### src/design/rwa_pkg.sv
// Shared types and constants for the running window average core.
// Holds widths, opcodes and the controller/datapath command and status structs.
// No dependencies.
package rwa_pkg;

    localparam int WINDOW_MAX   = 64;
    localparam int SAMPLE_WIDTH = 16;
    localparam int SLOT_W       = $clog2(WINDOW_MAX);
    localparam int LEN_W        = SLOT_W + 1;
    localparam int SUM_W        = SAMPLE_WIDTH + SLOT_W;
    localparam int DIV_STEPS    = SUM_W;
    localparam int STEP_W       = $clog2(DIV_STEPS + 1);

    localparam logic [LEN_W-1:0] LEN_RESET = LEN_W'(WINDOW_MAX);

    typedef enum logic {
        OP_PUSH  = 1'b0,
        OP_CLEAR = 1'b1
    } rwa_op_t;

    typedef struct packed {
        logic load;
        logic clear;
        logic update;
        logic div_start;
        logic emit;
    } rwa_cmd_t;

    typedef struct packed {
        logic div_done;
        logic out_busy;
    } rwa_status_t;

endpackage

### src/design/rwa_div.sv
// Iterative unsigned restoring divider, one quotient bit per cycle.
// Divides the window sum magnitude by the fill count; uses rwa_pkg.
module rwa_div
    import rwa_pkg::*;
(
    input  logic              aclk,
    input  logic              aresetn,
    input  logic              start,
    input  logic [SUM_W-1:0]  dividend,
    input  logic [LEN_W-1:0]  divisor,
    output logic              done,
    output logic [SUM_W-1:0]  quotient
);

    logic [SUM_W-1:0]  quo_reg;
    logic [LEN_W-1:0]  rem_reg;
    logic [LEN_W-1:0]  div_reg;
    logic [STEP_W-1:0] step_reg;
    logic              busy_reg;
    logic              done_reg;

    logic [LEN_W:0]    trial;
    logic              fits;
    logic [LEN_W:0]    diff;

    assign trial = {rem_reg, quo_reg[SUM_W-1]};
    assign fits  = (trial >= {1'b0, div_reg});
    assign diff  = trial - {1'b0, div_reg};

    always_ff @(posedge aclk) begin
        if (!aresetn) begin
            busy_reg <= 1'b0;
            done_reg <= 1'b0;
            step_reg <= '0;
        end else begin
            done_reg <= 1'b0;
            if (start) begin
                busy_reg <= 1'b1;
                step_reg <= '0;
            end else if (busy_reg) begin
                step_reg <= step_reg + STEP_W'(1);
                if (step_reg == STEP_W'(DIV_STEPS - 1)) begin
                    busy_reg <= 1'b0;
                    done_reg <= 1'b1;
                end
            end
        end
    end

    always_ff @(posedge aclk) begin
        if (start) begin
            quo_reg <= dividend;
            rem_reg <= '0;
            div_reg <= divisor;
        end else if (busy_reg) begin
            quo_reg <= {quo_reg[SUM_W-2:0], fits};
            rem_reg <= fits ? diff[LEN_W-1:0] : trial[LEN_W-1:0];
        end
    end

    assign done     = done_reg;
    assign quotient = quo_reg;

endmodule

### src/design/rwa_dp.sv
// Datapath: window length register, sample ring, running sum, slot and fill count,
// divider and output register. Uses rwa_pkg and rwa_div.
module rwa_dp
    import rwa_pkg::*;
(
    input  logic                    aclk,
    input  logic                    aresetn,
    input  rwa_cmd_t                cmd,
    output rwa_status_t             status,
    input  logic                    cfg_wr_en,
    input  logic [LEN_W-1:0]        cfg_wr_data,
    input  logic [SAMPLE_WIDTH-1:0] sample,
    output logic                    m_tvalid,
    input  logic                    m_tready,
    output logic [SAMPLE_WIDTH-1:0] m_tdata,
    output logic                    m_tuser
);

    logic [LEN_W-1:0]        window_length_reg;
    logic [LEN_W-1:0]        len_eff;

    logic [SAMPLE_WIDTH-1:0] ring_mem [WINDOW_MAX];
    logic [WINDOW_MAX-1:0]   valid_reg;
    logic [SAMPLE_WIDTH-1:0] old_reg;
    logic                    old_valid_reg;

    logic [SAMPLE_WIDTH-1:0] sample_reg;
    logic [SUM_W-1:0]        sum_reg;
    logic [SUM_W-1:0]        sum_next;
    logic [SLOT_W-1:0]       slot_reg;
    logic [SLOT_W-1:0]       slot_next;
    logic [LEN_W-1:0]        slot_inc;
    logic [LEN_W-1:0]        fill_reg;
    logic [LEN_W-1:0]        fill_next;
    logic                    full_reg;

    logic [SUM_W-1:0]        sum_mag;
    logic                    div_done;
    logic [SUM_W-1:0]        quotient;
    logic [SAMPLE_WIDTH-1:0] avg_sat;

    logic                    m_tvalid_reg;
    logic [SAMPLE_WIDTH-1:0] m_tdata_reg;
    logic                    m_tuser_reg;

    always_ff @(posedge aclk) begin
        if (!aresetn) begin
            window_length_reg <= LEN_RESET;
        end else if (cfg_wr_en) begin
            window_length_reg <= cfg_wr_data;
        end
    end

    always_comb begin
        if (window_length_reg == '0) begin
            len_eff = LEN_W'(1);
        end else if (window_length_reg > LEN_W'(WINDOW_MAX)) begin
            len_eff = LEN_W'(WINDOW_MAX);
        end else begin
            len_eff = window_length_reg;
        end
    end

    always_ff @(posedge aclk) begin
        if (cmd.update) begin
            ring_mem[slot_reg] <= sample_reg;
        end
        old_reg <= ring_mem[slot_reg];
    end

    always_ff @(posedge aclk) begin
        if (!aresetn) begin
            valid_reg     <= '0;
            old_valid_reg <= 1'b0;
        end else begin
            old_valid_reg <= valid_reg[slot_reg];
            if (cmd.clear) begin
                valid_reg <= '0;
            end else if (cmd.update) begin
                valid_reg[slot_reg] <= 1'b1;
            end
        end
    end

    always_ff @(posedge aclk) begin
        if (cmd.load) begin
            sample_reg <= sample;
        end
    end

    always_comb begin
        sum_next = sum_reg + {{(SUM_W-SAMPLE_WIDTH){sample_reg[SAMPLE_WIDTH-1]}}, sample_reg};
        if (old_valid_reg) begin
            sum_next = sum_next - {{(SUM_W-SAMPLE_WIDTH){old_reg[SAMPLE_WIDTH-1]}}, old_reg};
        end
        slot_inc  = {1'b0, slot_reg} + LEN_W'(1);
        slot_next = (slot_inc >= len_eff) ? '0 : slot_inc[SLOT_W-1:0];
        fill_next = (fill_reg < len_eff) ? fill_reg + LEN_W'(1) : fill_reg;
    end

    always_ff @(posedge aclk) begin
        if (!aresetn) begin
            sum_reg  <= '0;
            slot_reg <= '0;
            fill_reg <= '0;
            full_reg <= 1'b0;
        end else if (cmd.clear) begin
            sum_reg  <= '0;
            slot_reg <= '0;
            fill_reg <= '0;
        end else if (cmd.update) begin
            sum_reg  <= sum_next;
            slot_reg <= slot_next;
            fill_reg <= fill_next;
            full_reg <= (fill_next >= len_eff);
        end
    end

    assign sum_mag = sum_reg[SUM_W-1] ? (~sum_reg + SUM_W'(1)) : sum_reg;

    rwa_div u_div (
        .aclk     (aclk),
        .aresetn  (aresetn),
        .start    (cmd.div_start),
        .dividend (sum_mag),
        .divisor  (fill_reg),
        .done     (div_done),
        .quotient (quotient)
    );

    // saturate to the sample range, then restore the sign
    always_comb begin
        if (sum_reg[SUM_W-1]) begin
            if (quotient > SUM_W'(1 << (SAMPLE_WIDTH - 1))) begin
                avg_sat = {1'b1, {(SAMPLE_WIDTH-1){1'b0}}};
            end else begin
                avg_sat = ~quotient[SAMPLE_WIDTH-1:0] + SAMPLE_WIDTH'(1);
            end
        end else begin
            if (quotient > SUM_W'((1 << (SAMPLE_WIDTH - 1)) - 1)) begin
                avg_sat = {1'b0, {(SAMPLE_WIDTH-1){1'b1}}};
            end else begin
                avg_sat = quotient[SAMPLE_WIDTH-1:0];
            end
        end
    end

    always_ff @(posedge aclk) begin
        if (!aresetn) begin
            m_tvalid_reg <= 1'b0;
        end else if (cmd.emit) begin
            m_tvalid_reg <= 1'b1;
        end else if (m_tready) begin
            m_tvalid_reg <= 1'b0;
        end
    end

    always_ff @(posedge aclk) begin
        if (cmd.emit) begin
            m_tdata_reg <= avg_sat;
            m_tuser_reg <= full_reg;
        end
    end

    assign status.div_done = div_done;
    assign status.out_busy = m_tvalid_reg & ~m_tready;

    assign m_tvalid = m_tvalid_reg;
    assign m_tdata  = m_tdata_reg;
    assign m_tuser  = m_tuser_reg;

endmodule

### src/design/rwa_ctrl.sv
// Controller state machine: accepts a word, sequences update, divide and emit.
// Drives datapath commands from datapath status; uses rwa_pkg.
module rwa_ctrl
    import rwa_pkg::*;
(
    input  logic        aclk,
    input  logic        aresetn,
    input  logic        s_tvalid,
    output logic        s_tready,
    input  logic        opcode,
    input  rwa_status_t status,
    output rwa_cmd_t    cmd
);

    typedef enum logic [4:0] {
        S_IDLE   = 5'b00001,
        S_UPDATE = 5'b00010,
        S_START  = 5'b00100,
        S_DIVIDE = 5'b01000,
        S_EMIT   = 5'b10000
    } state_t;

    state_t state_reg;
    state_t state_next;
    logic   accept;

    assign s_tready = (state_reg == S_IDLE);
    assign accept   = s_tvalid & s_tready;

    always_comb begin
        state_next = state_reg;
        cmd        = '0;
        unique case (state_reg)
            S_IDLE: begin
                if (accept) begin
                    if (opcode == OP_CLEAR) begin
                        cmd.clear = 1'b1;
                    end else begin
                        cmd.load   = 1'b1;
                        state_next = S_UPDATE;
                    end
                end
            end
            S_UPDATE: begin
                cmd.update = 1'b1;
                state_next = S_START;
            end
            S_START: begin
                cmd.div_start = 1'b1;
                state_next    = S_DIVIDE;
            end
            S_DIVIDE: begin
                if (status.div_done) begin
                    state_next = S_EMIT;
                end
            end
            S_EMIT: begin
                if (!status.out_busy) begin
                    cmd.emit   = 1'b1;
                    state_next = S_IDLE;
                end
            end
            default: begin
                state_next = S_IDLE;
            end
        endcase
    end

    always_ff @(posedge aclk) begin
        if (!aresetn) begin
            state_reg <= S_IDLE;
        end else begin
            state_reg <= state_next;
        end
    end

endmodule

### src/design/running_window_average_core.sv
// Running window average core: moving average over the last window_length samples.
// Top level; joins rwa_ctrl and rwa_dp, uses rwa_pkg.
//
// Input stream (s_*): s_tdata carries the signed 16-bit sample, s_tuser the opcode
// (push or clear). A push emits one word on m_*; a clear empties the ring, zeroes the sum,
// slot and fill count and emits nothing.
// Output stream (m_*): m_tdata is the signed 16-bit average, truncated toward zero
// and saturated; m_tuser is high once the fill count has reached the window length.
// Configuration: cfg_wr_en writes cfg_wr_data into window_length (0 acts as 1,
// above 64 acts as 64). Write it only while the core is idle.
// Sequence: an accepted push is followed by an update step, a divider load step,
// the bit-serial divider over the 22-bit sum, the controller seeing the divider
// finish, and the write into the output register. s_tready is high only while the
// controller is idle, so the core takes no new push until it is through with the
// last one.
// Stall: a held result stays in the output register; the next push may be
// accepted meanwhile and waits before its own emit until the register frees.
// Reset (aresetn low, synchronous): window length 64, ring reads as zero, sum,
// slot and fill count zero, output empty.
module running_window_average_core
    import rwa_pkg::*;
(
    input  logic                    aclk,
    input  logic                    aresetn,
    input  logic                    cfg_wr_en,
    input  logic [LEN_W-1:0]        cfg_wr_data,
    input  logic                    s_tvalid,
    output logic                    s_tready,
    input  logic [SAMPLE_WIDTH-1:0] s_tdata,   // [15:0] sample
    input  logic                    s_tuser,   // [0] opcode
    output logic                    m_tvalid,
    input  logic                    m_tready,
    output logic [SAMPLE_WIDTH-1:0] m_tdata,   // [15:0] average
    output logic                    m_tuser    // [0] window_full
);

    rwa_cmd_t    cmd;
    rwa_status_t status;

    rwa_ctrl u_ctrl (
        .aclk     (aclk),
        .aresetn  (aresetn),
        .s_tvalid (s_tvalid),
        .s_tready (s_tready),
        .opcode   (s_tuser),
        .status   (status),
        .cmd      (cmd)
    );

    rwa_dp u_dp (
        .aclk        (aclk),
        .aresetn     (aresetn),
        .cmd         (cmd),
        .status      (status),
        .cfg_wr_en   (cfg_wr_en),
        .cfg_wr_data (cfg_wr_data),
        .sample      (s_tdata),
        .m_tvalid    (m_tvalid),
        .m_tready    (m_tready),
        .m_tdata     (m_tdata),
        .m_tuser     (m_tuser)
    );

endmodule
### config.mk
export PLATFORM = sky130hd
export DESIGN_NAME = running_window_average_core
export DESIGN_NICKNAME = d
export VERILOG_FILES = /design/src/design/rwa_pkg.sv /design/src/design/rwa_div.sv /design/src/design/rwa_dp.sv /design/src/design/rwa_ctrl.sv /design/src/design/running_window_average_core.sv
export SDC_FILE = /design/constraint.sdc
export NUM_CORES = 1
export LEC_CHECK = 0
export ABC_CLOCK_PERIOD_IN_PS = 12000
export BUFFER_PORTS_ARGS = -buffer_cell sky130_fd_sc_hd__buf_2
export CAP_MARGIN = 10
export CORE_ASPECT_RATIO = 0.8
export CORE_MARGIN = 3
export CORE_UTILIZATION = 25
export CTS_CLUSTER_DIAMETER = 200
export DETAILED_ROUTE_END_ITERATION = 8
export PLACE_DENSITY = 0.36
export REMOVE_ABC_BUFFERS = 1
export SLEW_MARGIN = 20
export SYNTH_ARGS = -nofsm -noshare
export SYNTH_HDL_FRONTEND = slang
export SYNTH_SLANG_ARGS = --single-unit
### constraint.sdc
create_clock -name aclk -period 12 [get_ports aclk]
set_input_delay 0.6 -clock aclk [delete_from_list [all_inputs] [get_ports aclk]]
set_output_delay 0.6 -clock aclk [all_outputs]
set_load 0.02 [all_outputs]
==> reports/qor.txt <==
======================================================================================
Iteration-0 DRC Markers                                                           2367
Routing usage on met2                                                           24.45%
Met3 GRT Util                                                                   3.206%
Final global-route overflow total                                                    0
Critical path startpoint category                                                 flop
Number of remaining DRC errors                                                       0
Most heavily used metal layer in global routing                                   met2
Placed Area                                                                0.05208 mm2
Cell chain of the critical path                                           buf_4, ha_1, and4_1, and2_1, a31o_1, o31ai_1, a21boi_1, o41ai_1, xnor2_1, ha_1, nor2b_1, or4_1, o21ai_0, mux2i_1, mux2i_1, mux2i_1
Final Skew                                                                  0.02530 ns
Count of clock tree sinks                                                         1230
Area of the core                                                            0.1904 mm2
Vertical die dimension                                                        398.0 um
Count of cells along the worst register-to-register path                            16
Total global routing track utilization                                          16.36%
Final critical delay including setup and external delays                      5.257 ns
CTS H-Tree Depth                                                                     4
Proportion of layout cells with a drive suffix above 1                          13.24%
Number of instances in the synthesized netlist                                    3195
Library cell appearing most often on the critical path                    sky130_fd_sc_hd__mux2i_1
Final TNS setup                                                                   0 ns
Vias in the first global route                                                   28480
Main combinational cell family by area after synthesis                    compound AO/OA/AOI/OAI gates
Sequential Area                                                            0.03549 mm2
Number of nets with antenna violations after routing                                 0
Highest fanout seen on the critical path                                            66
Wire length of the first global-routing pass                                  228.6 mm
Fraction of the mapped netlist area in adder cells                              2.079%
Multi-input gate area in the final layout                                  0.01199 mm2
Number of I/O pins                                                                  48
Worst slew pin tran                                                           1.153 ns
Synthesized cell area                                                      0.04801 mm2
Hold Path Cell Cnt                                                                   1
Routed length per placed instance                                             27.40 um
Overall power after layout                                                    10.08 mW
Place WS                                                                      6.712 ns
Fin util                                                                        29.73%
Most used DFF post-synth                                                  sky130_fd_sc_hd__edfxtp_1
Max Clock Freq                                                               190.2 MHz
Worst r2r dst                                                             u_dp.sum_reg[21]
Area share of and/or/nand/nor cells after synthesis                             5.715%
Result of the run                                                         finished clean
Parity-gate share of the synthesized area counting xor and xnor cells           1.405%
Synthesized-area fraction occupied by ao, oa, aoi and oai cells                 14.43%
Kind of critical path                                                     flop to flop
Cell at the slowest stage of the critical path                            sky130_fd_sc_hd__buf_4
Final worst path period share                                                   43.81%
Worst-case clock buffer depth                                                        3
Die Span X                                                                    496.0 um
Filler cell count                                                                19110
Post-DP HPWL                                                                  93.56 mm
Initial antenna violation count                                                      8
Clock latency of the later-clocked register in the worst-skew pair             0.76 ns
Worst setup margin                                                            6.743 ns
Number of distinct standard cells referenced by the synthesized netlist             70
Multiplexer share of the synthesized area                                      0.5420%
Routability congestion estimate from global placement                           0.7520
Register-to-register setup slack                                               6.74 ns
Number of hold-slack violations in the final timing report                           0
Total vias in the final route                                                    28920
Setup repair after global routing missed its margin                              false
Die Outline Area                                                            0.1974 mm2
Nets@finish                                                                       3432
Source of the worst hold timing path                                       s_tdata[14]
Fraction of registers with async set or reset after synthesis                       0%
Number of buffers created by CTS                                                   132
Capture endpoint of the worst hold path                                   u_dp.sample_reg[14]
Post-synthesis to final-layout area growth                                      17.88%
Routing usage on met1                                                           24.39%
Number of flip-flops under the largest register name                              1024
Post-detailed-route via-to-cell ratio                                            4.847
TritonCTS clock tree                                                               yes
Warning count from the yosys run                                                     0
Arrival time worst endpoint                                                    5.94 ns
Worst stage delay on the critical path                                         0.71 ns
Flip-flop and latch count after synthesis                                         1230
Number of core rows                                                                143
Proportion of synthesized chip area in sequential cells                         73.92%
Total iterations of the first detailed-routing run                                   5
Max-cap viol count                                                                   0
Area of all placed cells without fillers                                   0.05660 mm2
Effective utilization at floorplan                                              25.22%
Syn avg cell area                                                            15.03 um2
Number of synthesized flops with an enable pin                                    1086
Data required time at the worst endpoint                                      12.68 ns
Count of buffers inserted at the top-level ports                                    47
Worst VDD drop                                                             0.0001061 V
Standby leakage power                                                         17.74 nW
Relative slew slack                                                             23.15%
Worst hold path class                                                     input pin to flop
Largest net degree at the start of global routing                                   75
Final number of max-transition violations                                            0
Detailed-route wire length                                                    163.5 mm
Worst reg2reg path startpoint                                             u_dp.sample_reg[12]
Register clock-pin slew on the reported worst setup and hold paths             0.06 ns
Capturing element type of the critical path                                       flop
Clock root buffer                                                         sky130_fd_sc_hd__clkbuf_16
Power Dens Cells                                                          178.1 mW/mm2
Final Setup Violations                                                               0
======================================================================================
routing by layer:
layer / wire, um / vias to the layer above
li1: - / 13080
met1: 80320 / 15010
met2: 71790 / 671
met3: 8916 / 160
met4: 2454 / 0
met5: 0 / -
cells in the mapped netlist, types with 6 or more instances:
library cell               instances  area (um2)
sky130_fd_sc_hd__edfxtp_1       1086       32610
sky130_fd_sc_hd__a22oi_1         340        2552
sky130_fd_sc_hd__nor2_1          264       991.0
sky130_fd_sc_hd__dfxtp_1         144        2883
sky130_fd_sc_hd__clkbuf_1        139       521.8
sky130_fd_sc_hd__a31oi_1         108       675.7
sky130_fd_sc_hd__a21oi_1         106       530.5
sky130_fd_sc_hd__a221oi_1        105       919.6
sky130_fd_sc_hd__a22o_1          105       919.6
sky130_fd_sc_hd__nand2_1         102       382.9
sky130_fd_sc_hd__ha_1             75       938.4
sky130_fd_sc_hd__inv_1            53       198.9
sky130_fd_sc_hd__o21ai_0          53       265.3
sky130_fd_sc_hd__xnor2_1          50       437.9
sky130_fd_sc_hd__buf_1            45       168.9
sky130_fd_sc_hd__nand4_1          43       269.0
sky130_fd_sc_hd__nand3_1          31       155.2
sky130_fd_sc_hd__o21a_1           29       217.7
sky130_fd_sc_hd__nor3_1           28       140.1
sky130_fd_sc_hd__xor2_1           27       236.5
sky130_fd_sc_hd__mux2i_1          26       260.3
sky130_fd_sc_hd__a21o_1           23       172.7
sky130_fd_sc_hd__nor4_1           20       125.1
sky130_fd_sc_hd__nand2b_1         17       106.4
sky130_fd_sc_hd__a211oi_1         16       120.1
sky130_fd_sc_hd__o21ai_1          16       80.08
sky130_fd_sc_hd__or3_1            13       81.33
sky130_fd_sc_hd__nor2b_1          10       62.56
sky130_fd_sc_hd__o211ai_1         10       75.07
sky130_fd_sc_hd__and3_1            9       56.30
sky130_fd_sc_hd__o22ai_1           8       50.05
sky130_fd_sc_hd__o31ai_1           8       60.06
sky130_fd_sc_hd__o21bai_1          7       52.55
sky130_fd_sc_hd__and2_1            6       37.54
sky130_fd_sc_hd__nand3b_1          6       45.04
sky130_fd_sc_hd__nor3b_1           6       45.04
placed cells by master, fill, tap and decap left out, drive strengths merged, types with 8 or more instances in the layout:
cell type | Yosys | routed
dfxtp | 144 | 144
a22o | 105 | 105
a31oi | 108 | 108
a21o | 23 | 23
dlygate4sd3 | 0 | 13
nand2b | 17 | 17
a22oi | 340 | 340
nor2b | 10 | 10
clkinv | 1 | 51
a221oi | 105 | 105
a21oi | 106 | 106
nand4 | 43 | 43
or3 | 15 | 15
bufinv | 0 | 12
mux2i | 26 | 26
edfxtp | 1086 | 1086
and3 | 9 | 9
nor4 | 20 | 20
ha | 75 | 75
o21ai | 70 | 70
o21a | 29 | 29
nor3 | 30 | 30
o31ai | 8 | 8
buf | 48 | 170
inv | 53 | 57
o22ai | 8 | 8
xnor2 | 50 | 50
nand2 | 102 | 102
o211ai | 10 | 10
xor2 | 27 | 27
nand3 | 33 | 33
clkbuf | 139 | 171
a211oi | 16 | 16
nor2 | 264 | 264
power breakdown:
| part | internal (mW) | leakage, nW | switching [mW] |
|---|---|---|---|
| Clock | 2.43 | 2.14 | 1.73 |
| Sequential | 4.81 | 10.9 | 0.0471 |
| Combinational | 0.338 | 4.69 | 0.731 |
| Total | 7.57 | 17.7 | 2.51 |
stage by stage:
stage	hold WS [ns]	instances
6_report	0.07653	5967
5_1_grt	0.02742	5966
4_1_cts	0.001146	5966
3_5_place_dp	0.4544	5715
3_3_place_gp	0.4482	5715
2_1_floorplan	0.4030	3008
logic make-up after synthesis:
logic type | Yosys count
AOI/OAI and AO/OA | 961
buffers and inverters | 241
muxes | 26
DFF | 1230
adders and majority gates | 78
and+or+nand+nor | 582
xor gates and xnor gates | 77
repair_timing:
action / in CTS / in global routing
endpoints found under the setup margin: 0 / 0
hold buffers: 13 / 0
resized for setup: 0 / 0
hold endpoints to repair: 13 / 0
buffers inserted: 0 / 0
worst max-delay path, delay by kind of cell (launching register included):
family / cells / cell delay [ns]
xor+xnor: 1 / 0.15
compound gates: 5 / 1.47
buf+inv: 1 / 0.71
fa+ha+maj: 2 / 0.80
mux: 3 / 0.71
simple gates: 4 / 1.02
flops: 1 / 0.32
worst max-delay path by stage:
stage	start	to	slack, ns	cells past startpoint
floorplan	u_dp.slot_reg[2]	u_dp.ring_mem[36][0]	1.18	3
global placement	u_dp.sample_reg[11]	u_dp.sum_reg[21]	6.70	16
detailed placement	u_dp.sample_reg[12]	u_dp.sum_reg[21]	6.71	16
CTS	u_dp.sample_reg[1]	u_dp.sum_reg[21]	6.70	18
global route	u_dp.sample_reg[1]	u_dp.sum_reg[21]	6.29	18
finish	u_dp.sample_reg[12]	u_dp.sum_reg[21]	6.74	16
final cells by class:
| cell class | instances | share of cell area, % |
|---|---|---|
| Tap cell | 2537 | 5.608 |
| Clock buffer | 171 | 6.499 |
| Antenna cell | 1 | 0.004421 |
| Clock inverter | 67 | 1.218 |
| Timing Repair Buffer | 183 | 2.410 |
| Multi-Input combinational cell | 1724 | 21.19 |
| Inverter | 54 | 0.3581 |
| Sequential cell | 1230 | 62.71 |
No activity file was read; power rests on OpenSTA's default activity.
